`src/sv/srht_pkg.sv`:
```
// ----------------------------------------------------------------------------
// srht_pkg
// Shared constants, register indexes and the flag struct for the segment
// rectangle hit test core.
// ----------------------------------------------------------------------------
package srht_pkg;

  localparam int COORD_WIDTH = 32;
  localparam int CFG_IDX_W   = 2;

  localparam logic [CFG_IDX_W-1:0] REG_CORNER_A_X = 2'd0;
  localparam logic [CFG_IDX_W-1:0] REG_CORNER_A_Y = 2'd1;
  localparam logic [CFG_IDX_W-1:0] REG_CORNER_B_X = 2'd2;
  localparam logic [CFG_IDX_W-1:0] REG_CORNER_B_Y = 2'd3;

  typedef struct packed {
    logic in_rect;
    logic vert;
    logic vert_hit;
    logic xmin_span;
    logic xmax_span;
    logic ymin_span;
    logic ymax_span;
    logic dy_nz;
  } flags_t;

endpackage

```
`src/sv/srht_decide.sv`:
```
// ----------------------------------------------------------------------------
// srht_decide
// Compares the cross products and combines them with the flags into hit.
// ----------------------------------------------------------------------------
module srht_decide #(
  parameter int W = srht_pkg::COORD_WIDTH
) (
  input  logic signed [2*W+3:0] p_ad,
  input  logic signed [2*W+3:0] p_bd,
  input  logic signed [2*W+3:0] p_dy_tmin,
  input  logic signed [2*W+3:0] p_dy_tmax,
  input  logic signed [2*W+3:0] p_tmin_ady,
  input  logic signed [2*W+3:0] p_tmax_ady,
  input  logic signed [2*W+3:0] p_umin_d,
  input  logic signed [2*W+3:0] p_umax_d,
  input  srht_pkg::flags_t      flags,
  output logic                  hit
);
  logic cv_min, cv_max, ch_min, ch_max, edge_cross;

  assign cv_min = flags.xmin_span && p_ad < p_dy_tmin && p_dy_tmin < p_bd;
  assign cv_max = flags.xmax_span && p_ad < p_dy_tmax && p_dy_tmax < p_bd;
  assign ch_min = flags.ymin_span && p_tmin_ady < p_umin_d && p_umin_d < p_tmax_ady;
  assign ch_max = flags.ymax_span && p_tmin_ady < p_umax_d && p_umax_d < p_tmax_ady;

  assign edge_cross = cv_min || cv_max || (flags.dy_nz && (ch_min || ch_max));
  assign hit        = flags.in_rect || (flags.vert ? flags.vert_hit : edge_cross);

endmodule

```
`config.mk`:
```
export PLATFORM = sky130hd
export DESIGN_NAME = srht_decide
export DESIGN_NICKNAME = d
export VERILOG_FILES = /design/src/sv/srht_pkg.sv /design/src/sv/srht_decide.sv
export SDC_FILE = /design/constraint.sdc
export NUM_CORES = 1
export LEC_CHECK = 0
export BUFFER_PORTS_ARGS = -buffer_cell sky130_fd_sc_hd__buf_2
export CAP_MARGIN = 15
export CORE_AREA = 2 2 218 220
export DETAILED_ROUTE_END_ITERATION = 8
export DIE_AREA = 0 0 220 222
export GPL_TIMING_DRIVEN = 0
export MAX_ROUTING_LAYER = met4
export SETUP_SLACK_MARGIN = 0.15
export SLEW_MARGIN = 0
export SYNTH_ARGS = -nofsm -noshare
export SYNTH_HDL_FRONTEND = slang
export SYNTH_SLANG_ARGS = --single-unit
export TNS_END_PERCENT = 5
```
`constraint.sdc`:
```
create_clock -name vclk -period 5
set_clock_uncertainty 0.2 [all_clocks]
set_input_delay 1.25 -clock vclk [all_inputs]
set_output_delay 1.25 -clock vclk [all_outputs]
set_load 0.005 [all_outputs]
```
==> metrics.md <==
| Metric | Value |
|---|---|
| Achievable Freq | `185 MHz` |
| Vias | `14888` |
| Worst Hold Class | `primary input to output pin` |
| Worst-margin pin slew | `601 ps` |
| Design area | `roughly 17000 sq um` |
| Largest cells by area after synthesis | `ha_1, inv_1, a21oi_1` |
| Final wirelength | `57.4 mm` |
| Gr ovfl total | `0` |
| Seq_cells | `0` |
| Final setup fails | `1` |
| Fillers | `4904` |
| # DRC | `0` |
| CP arrival | `approximately 4000 ps` |
| Pins over their slew limit | `0` |
| Max cap viols | `0` |
| Setup crit end kind | `output pin` |
| Initial antenna violation count | `45` |
| Yosys top cell area share | `approximately half` |
| Synth area leader | `ha_1` |
| Tmin final | `5410 ps` |
| Die H | `222 microns` |
| Ys Warns | `0` |
| DR pass1 iterations | `5` |
| Worst-path fanout max | `2` |
| FF+latch area | `0 sq um` |
| Max VDD drop | `0.0384 mV` |
| Setup ws final | `-408 ps` |
| Vias/cell | `~5` |
| Routed length per placed instance | `slightly below 20 microns` |
| IO Pins | `~550` |
| Die width | `220 microns` |
| Vias in the first global route | `15663` |
| Cell row count | `79` |
| Final period util | `108%` |
| Critical path class | `primary input to output pin` |
| Routability congestion estimate | `0.945` |
| Overall Power | `1380 uW` |
| Final ANT Viol Nets | `0` |
| Setup crit start kind | `primary input` |
| Post-synth top cells | `ha_1, inv_1, a21oi_1` |
| I/O Buffers | `553` |
| Syn Inst Count | `~1800` |
| Global-route wire length before repair | `84.0 mm` |
| Tot GR Track Use | `22.9%` |
| Synthesized cell area | `between 10000 and 15000 sq um` |
| Relative slew margins | `a little under 60%` |
| Final hold violation count | `0` |
| First DRT Iteration DRCs | `605` |
| Count leader, synth | `ha_1` |
| Run status | `finished with violations` |
| Largest net degree at the start of global routing | `5` |
| Clock buf count | `0` |
| Area growth syn-to-layout | `32.1%` |
| Post-synth cell types | `54` |
| Hold Slack | `2760 ps` |
| Core Area | `roughly 46000 sq um` |
| Post-synthesis sequential area ratio | `0%` |
| Avg Inst Size Synth | `7.35 sq um` |
| Final net count | `3417` |
| Share of cells above drive strength 1 | `26.7%` |
| Initial Util | `28.1%` |
| Placed Area | `around 17000 sq um` |
| Setup TNS | `-408 ps` |
| Die area | `48800 sq um` |
| RSZ-0062 raised after global routing | `true` |
| Failing checks | `negative setup slack` |
| Hold buffer count at cts | `0` |
| P_leak | `between 0.01 and 0.015 uW` |
| Post-DP HPWL | `54.4 mm` |
| Pwr per Cell Area | `80.6 nW/um^2` |
| Synthesized net count | `2856` |
| Final core occ | `between 30% and 40%` |
| Required @ worst endpoint | `approximately 3600 ps` |
[final cells by class]
type                       count  area [sq um]  share of cell area, %
tap                          607           759                   4.43
timing repair buffer         559          2870                   16.7
antenna                       44           110                  0.642
multi-input combinational   1359         11900                   69.2
inverter                     409          1550                   9.01
[metal layers]
| layer | vias to the layer above | share of wire [%] | GRT usage [%] |
|---|---|---|---|
| met4 | 0 | 3.8 | 7.56 |
| met1 | 6718 | 39 | 23.1 |
| met3 | 89 | 7.8 | 5.87 |
| li1 | 7586 | - | - |
| met5 | - | 0 | - |
| met2 | 495 | 50 | 42.4 |
[stage by stage]
step | worst slack (ps) | instances
after global placement | -2080 | 2928
after floorplan | 357 | 1768
after CTS | -425 | 2934
final | -408 | 2978
after global routing | -483 | 2977
after detailed placement | -2000 | 2928
[kinds of logic (layout without fill, tap and decap cells)]
group	after synthesis	after routing	share of synthesized area, %
xor+xnor	3	3	0.202
compound gates	445	445	21.7
simple gates	375	375	14.6
fa+ha+maj	536	536	51.6
other cells	0	44	0
buf+inv	409	968	11.8
[worst paths after layout]
path,cells after the start,slack (ps),endpoint,from
hold / removal,4,2760,hit,flags[7]
setup / recovery,13,-410,hit,p_bd[53]
[placed cells by master (no fill, tap or decap), types with 5 or more instances in the layout]
cell type,netlist,routed
buf_2,0,545
ha_1,536,523
inv_1,409,399
a21oi_1,167,166
nand2_1,107,107
nand4_1,90,90
a21o_1,77,77
nor2_1,64,63
o21ai_0,64,62
diode_2,0,44
nand3_1,41,40
a211oi_1,27,22
nor3_1,21,20
o211ai_1,16,16
a221oi_1,15,15
and4_1,14,14
ha_4,0,13
o21ai_1,11,10
nor4_1,15,7
a31oi_1,9,7
buf_6,0,7
inv_2,0,6
o21a_1,6,6
o31ai_1,6,6
nor2b_1,6,6
nor4_4,0,6
buf_4,0,6
o21bai_1,5,5
o2111ai_1,5,5
[power by group]
| group | total (uW) | internal [uW] | switching, uW |
|---|---|---|---|
| registers | 0 | 0 | 0 |
| logic | 1380 | 619 | 764 |
| clock network | 0.00118 | 0.00118 | 0 |
| total | 1380 | 619 | 764 |
[repair_timing]
item                                    CTS  global route
endpoints found under the setup margin    1             1
pin swaps                                30            10
gates resized for setup                  73            14
setup buffers                             6             0
[worst max-delay path, cell delays in order]
cell,delay (ps)
buf_2,70
inv_1,70
ha_4,280
nand4_1,220
nor4_4,260
buf_4,190
nand3_4,120
nor4_4,340
a2111o_1,290
a211oi_4,70
o41ai_4,410
o311ai_2,190
buf_2,190
No activity file was read; power rests on OpenSTA's default activity.
