<file path="src/sv/srht_pkg.sv">
// ----------------------------------------------------------------------------
// srht_pkg
// Shared constants, register indexes and the flag struct for the segment
// rectangle hit test core.
// ----------------------------------------------------------------------------
package srht_pkg;

  localparam int COORD_WIDTH = 32;
  localparam int CFG_IDX_W   = 2;

  localparam logic [CFG_IDX_W-1:0] REG_CORNER_A_X = 2'd0;
  localparam logic [CFG_IDX_W-1:0] REG_CORNER_A_Y = 2'd1;
  localparam logic [CFG_IDX_W-1:0] REG_CORNER_B_X = 2'd2;
  localparam logic [CFG_IDX_W-1:0] REG_CORNER_B_Y = 2'd3;

  typedef struct packed {
    logic in_rect;
    logic vert;
    logic vert_hit;
    logic xmin_span;
    logic xmax_span;
    logic ymin_span;
    logic ymax_span;
    logic dy_nz;
  } flags_t;

endpackage

</file>
<file path="src/sv/srht_prep.sv">
// ----------------------------------------------------------------------------
// srht_prep
// Orders the endpoints by x, forms the edge offsets and the span and
// endpoint flags for one segment.
// ----------------------------------------------------------------------------
module srht_prep #(
  parameter int W = srht_pkg::COORD_WIDTH
) (
  input  logic signed [W-1:0]   x0,
  input  logic signed [W-1:0]   y0,
  input  logic signed [W-1:0]   x1,
  input  logic signed [W-1:0]   y1,
  input  logic signed [W-1:0]   xmin,
  input  logic signed [W-1:0]   xmax,
  input  logic signed [W-1:0]   ymin,
  input  logic signed [W-1:0]   ymax,
  output logic signed [W+1:0]   d,
  output logic signed [W+1:0]   dy,
  output logic signed [W+1:0]   a,
  output logic signed [W+1:0]   b,
  output logic signed [W+1:0]   tmin,
  output logic signed [W+1:0]   tmax,
  output logic signed [W+1:0]   ady,
  output logic signed [W+1:0]   umin,
  output logic signed [W+1:0]   umax,
  output srht_pkg::flags_t      flags
);
  localparam int OW = W + 2;

  logic                swap;
  logic signed [W-1:0] lx0, ly0, lx1, ly1;
  logic signed [W-1:0] oy_lo, oy_hi, ly_lo, ly_hi;
  logic                dy_neg;

  assign swap = x1 < x0;
  assign lx0  = swap ? x1 : x0;
  assign ly0  = swap ? y1 : y0;
  assign lx1  = swap ? x0 : x1;
  assign ly1  = swap ? y0 : y1;

  assign d    = OW'(lx1) - OW'(lx0);
  assign dy   = OW'(ly1) - OW'(ly0);
  assign a    = OW'(ymin) - OW'(ly0);
  assign b    = OW'(ymax) - OW'(ly0);
  assign tmin = OW'(xmin) - OW'(lx0);
  assign tmax = OW'(xmax) - OW'(lx0);

  assign dy_neg = dy[OW-1];
  assign ady    = dy_neg ? -dy : dy;
  assign umin   = dy_neg ? -a : a;
  assign umax   = dy_neg ? -b : b;

  assign oy_lo = (y0 < y1) ? y0 : y1;
  assign oy_hi = (y0 < y1) ? y1 : y0;
  assign ly_lo = (ly0 < ly1) ? ly0 : ly1;
  assign ly_hi = (ly0 < ly1) ? ly1 : ly0;

  assign flags.in_rect   = (x0 >= xmin && x0 <= xmax && y0 >= ymin && y0 <= ymax) ||
                           (x1 >= xmin && x1 <= xmax && y1 >= ymin && y1 <= ymax);
  assign flags.vert      = x0 == x1;
  assign flags.vert_hit  = x0 > xmin && x0 < xmax && oy_lo <= ymax && oy_hi >= ymin;
  assign flags.xmin_span = xmin >= lx0 && xmin <= lx1;
  assign flags.xmax_span = xmax >= lx0 && xmax <= lx1;
  assign flags.ymin_span = ymin >= ly_lo && ymin <= ly_hi;
  assign flags.ymax_span = ymax >= ly_lo && ymax <= ly_hi;
  assign flags.dy_nz     = ly0 != ly1;

endmodule

</file>
<file path="config.mk">
export PLATFORM = sky130hd
export DESIGN_NAME = srht_prep
export DESIGN_NICKNAME = d
export VERILOG_FILES = /design/src/sv/srht_pkg.sv /design/src/sv/srht_prep.sv
export SDC_FILE = /design/constraint.sdc
export NUM_CORES = 1
export LEC_CHECK = 0
export BUFFER_PORTS_ARGS = -buffer_cell sky130_fd_sc_hd__buf_2
export CAP_MARGIN = 25
export CORE_MARGIN = 2
export CORE_UTILIZATION = 52
export DETAILED_ROUTE_END_ITERATION = 8
export GPL_TIMING_DRIVEN = 0
export PLACE_DENSITY = 0.76
export SYNTH_ARGS = -nofsm -noshare
export SYNTH_HDL_FRONTEND = slang
export SYNTH_SLANG_ARGS = --single-unit
export TNS_END_PERCENT = 1
</file>
<file path="constraint.sdc">
create_clock -name vclk -period 10.4
set_clock_uncertainty 0.2 [all_clocks]
set_input_delay 0.52 -clock vclk [all_inputs]
set_output_delay 0.52 -clock vclk [all_outputs]
set_load 0.01 [all_outputs]
</file>
==> impl_results.html <==
<table>
<tr><th>Metric</th><th>Value</th></tr>
<tr><th colspan="2">Run status</th></tr>
<tr><td>Status</td><td>complete, no violations</td></tr>
<tr><th colspan="2">Setup path</th></tr>
<tr><td>Biggest cell delay along the critical path</td><td>790 ps</td></tr>
<tr><td>CP arrival</td><td>9630 ps</td></tr>
<tr><td>Highest fanout seen on the critical path</td><td>14</td></tr>
<tr><td>Slowest cell on crit path</td><td>sky130_fd_sc_hd__clkbuf_1</td></tr>
<tr><td>Required time at the worst-slack endpoint</td><td>9680 ps</td></tr>
<tr><td>Critical path type</td><td>input pin to output port</td></tr>
<tr><td>Endpoint type of the worst setup path</td><td>output port</td></tr>
<tr><td>Type of origin of the critical path</td><td>input pin</td></tr>
<tr><th colspan="2">Global routing</th></tr>
<tr><td>Global-route congestion overflow total</td><td>0</td></tr>
<tr><td>Initial antenna violation count</td><td>16</td></tr>
<tr><td>Global-route wire length before repair</td><td>161700 um</td></tr>
<tr><td>Pin count of the biggest net entering global routing</td><td>20</td></tr>
<tr><td>Total GRT Usage</td><td>38.15%</td></tr>
<tr><td>Via count of the first global-routing pass</td><td>27931</td></tr>
<tr><th colspan="2">Placement</th></tr>
<tr><td>Number of I/O port buffers</td><td>569</td></tr>
<tr><td>HPWL after detailed placement</td><td>96690 um</td></tr>
<tr><td>Final estimated routing congestion in global placement</td><td>1.006</td></tr>
<tr><td>DP Worst Slack</td><td>-2420 ps</td></tr>
<tr><th colspan="2">Route</th></tr>
<tr><td>Number of design rule violations left after detail routing</td><td>0</td></tr>
<tr><td>Final ANT Viol Nets</td><td>0</td></tr>
<tr><td>Detailed Routing Iterations Pass 1</td><td>7</td></tr>
<tr><td>Routed length per instance</td><td>21.37 um</td></tr>
<tr><td>Via count</td><td>31662</td></tr>
<tr><td>Via density per instance</td><td>6.135</td></tr>
<tr><td>Final Routed Wirelength</td><td>110300 um</td></tr>
<tr><td>Number of violations reported at the end of detailed-routing iteration 0</td><td>3174</td></tr>
<tr><th colspan="2">Timing</th></tr>
<tr><td>Final hold slack</td><td>1295 ps</td></tr>
<tr><td>Final critical-path share of the clock period</td><td>99.54%</td></tr>
<tr><td>Transition at the pin with the smallest max-transition slack</td><td>1175 ps</td></tr>
<tr><td>Summed negative setup slack over all endpoints</td><td>0 ps</td></tr>
<tr><td>Max-slew violation count</td><td>0</td></tr>
<tr><td>Final hold viol count</td><td>0</td></tr>
<tr><td>Remaining max-slew budget at the tightest pin</td><td>21.64%</td></tr>
<tr><td>Clock period minus final worst setup slack</td><td>10350 ps</td></tr>
<tr><td>Finish-stage setup viols</td><td>0</td></tr>
<tr><td>RSZ-0062 raised after global routing</td><td>yes</td></tr>
<tr><td>Setup WS post-layout</td><td>47.82 ps</td></tr>
<tr><td>Timing-limited maximum frequency</td><td>96.60 MHz</td></tr>
<tr><th colspan="2">Power and ir drop</th></tr>
<tr><td>Tot Pwr</td><td>4.347 mW</td></tr>
<tr><td>Reported leakage power</td><td>15.88 nW</td></tr>
<tr><td>Maximum ir drop on the vdd rail</td><td>116.1 uV</td></tr>
<tr><td>Total power divided by cell area</td><td>139.0 nW/um^2</td></tr>
<tr><th colspan="2">Synthesis</th></tr>
<tr><td>Fraction of the yosys area taken by sequential cells</td><td>0%</td></tr>
<tr><td>Syn Inst Count</td><td>3889</td></tr>
<tr><td>YS warnings</td><td>0</td></tr>
<tr><td>Syn avg cell area</td><td>7.015 sq um</td></tr>
<tr><td>Number of nets produced by synthesis</td><td>4852</td></tr>
<tr><td>Summed instance area of the synthesized netlist</td><td>27280 sq um</td></tr>
<tr><td>Yosys cell types</td><td>103</td></tr>
<tr><th colspan="2">Layout</th></tr>
<tr><td>Seq cells</td><td>0</td></tr>
<tr><td>Most common cell after layout, fill and taps aside</td><td>sky130_fd_sc_hd__ha_1</td></tr>
<tr><td>Most frequent cells in the layout</td><td>sky130_fd_sc_hd__ha_1 (701), sky130_fd_sc_hd__buf_2 (578), sky130_fd_sc_hd__a21oi_1 (444)</td></tr>
<tr><td>Clock buffer instance count of the final layout</td><td>0</td></tr>
<tr><td>Number of filler instances in the final layout</td><td>5015</td></tr>
<tr><td>Synth-to-Final Area Change</td><td>14.67%</td></tr>
<tr><td>Net count reported at finish</td><td>5432</td></tr>
<tr><td>Sequential cell area</td><td>0 sq um</td></tr>
<tr><td>Proportion of layout cells with a drive suffix above 1</td><td>16.36%</td></tr>
<tr><td>Util after Layout</td><td>60.61%</td></tr>
<tr><th colspan="2">Worst hold path</th></tr>
<tr><td>Worst hold path cell count</td><td>3</td></tr>
<tr><td>Source of the worst hold timing path</td><td>xmax[1]</td></tr>
<tr><td>Hold Path Sink</td><td>tmax[1]</td></tr>
<tr><td>Worst min-delay path category</td><td>input pin to output port</td></tr>
<tr><th colspan="2">Floorplanning</th></tr>
<tr><td>DIE WIDTH</td><td>233.0 um</td></tr>
<tr><td>Starting utilization of the core area</td><td>52.85%</td></tr>
<tr><td>Overall die height</td><td>233.0 um</td></tr>
<tr><td>Area of the core</td><td>51610 sq um</td></tr>
<tr><td>FP Rows</td><td>83</td></tr>
<tr><td>Die Outline Area</td><td>54310 sq um</td></tr>
<tr><td>Boundary pin count</td><td>570</td></tr>
<tr><th colspan="2">Run</th></tr>
<tr><td>Number of max-cap violations</td><td>0</td></tr>
</table>
[repair_timing]
action / in CTS / in global routing
setup buffers: 3 / 3
hold buffers: 0 / 0
resized for setup: 30 / 38
setup endpoints to repair: 188 / 38
pin swaps: 2 / 2
endpoints found under the hold margin: 0 / 0
[routing by layer]
metal | global-route usage, % | routed length, um | part of all wire [%] | vias up
met3 | 6.532 | 11520 | 10 | 200
met2 | 58.81 | 46910 | 43 | 1542
met4 | 11.64 | 3703 | 3.4 | 20
met1 | 53.63 | 48010 | 44 | 14505
met5 | 0 | 125 | 0.11 | -
li1 | - | - | - | 15395
[critical path: cells and delay by family]
kind / cells / cell delay [ps]
muxes: 1 / 370
AOI/OAI and AO/OA: 14 / 3840
adders and majority gates: 2 / 700
buffers and inverters: 7 / 1710
xor gates and xnor gates: 2 / 660
and+or+nand+nor: 9 / 1760
[Yosys cell counts (all sizes together), types with 27 or more instances]
master | count | share of area, %
clkbuf | 67 | 0.92
nor2b | 139 | 3.2
nand4 | 136 | 3.1
nand3 | 68 | 1.2
o21a | 30 | 0.83
a31oi | 38 | 0.93
a21o | 103 | 2.8
xor2 | 85 | 2.7
or3 | 32 | 0.73
mux2i | 53 | 2.0
nand2 | 233 | 3.2
inv | 329 | 4.5
mux2 | 36 | 1.5
and3 | 32 | 0.75
nor3 | 77 | 1.4
nor2 | 289 | 4.0
o31ai | 27 | 0.74
ha | 703 | 32
nand2b | 130 | 3.0
buf | 33 | 0.78
xnor2 | 181 | 5.9
o21ai | 313 | 5.8
a21oi | 449 | 8.3
[cells by family (layout without fill, tap and decap cells)]
logic type / after synthesis / count (layout) / share of synthesized area, %
compound gates: 1149 / 1149 / 25.32
xor+xnor: 266 / 266 / 8.609
fa+ha+maj: 710 / 710 / 32.66
buf+inv: 430 / 1008 / 6.242
mux: 89 / 89 / 3.458
other cells: 1 / 15 / 0.01375
simple gates: 1244 / 1244 / 23.70
[stage by stage]
stage | instance area [sq um] | std cells
final | 31280 | 5161
after global routing | 31260 | 5151
after global placement | 30980 | 5138
after CTS | 31130 | 5144
after floorplan | 27280 | 3889
after detailed placement | 31030 | 5143
[worst max-delay path by stage]
| stage | endpoint | startpoint | slack, ps | cells past startpoint |
|---|---|---|---|---|
| finish | flags[2] | x0[8] | 50 | 35 |
| floorplan | umax[32] | x0[10] | 770 | 35 |
| CTS | umax[32] | x0[10] | 70 | 38 |
| global route | flags[2] | x0[8] | -70 | 41 |
| detailed placement | umax[32] | x0[10] | -2420 | 39 |
| global placement | umax[32] | x0[8] | -2480 | 39 |
[area by class of cell]
cell class                      count  area [sq um]  area share [%]
Antenna cell                       14         35.03          0.1120
Multi-Input combinational cell   3459         25680           82.08
Buffer                             96         508.0           1.624
Inverter                          330          1239           3.960
Tap cell                          680         850.8           2.720
Timing Repair Buffer              582          2973           9.504
[report_power, final]
part           internal (mW)  switching (mW)   total (mW)
logic                   1.70            2.65         4.35
registers                  0               0            0
clock network    0.000000137               0  0.000000137
total                   1.70            2.65         4.35
(Power assumes the default switching activity.)
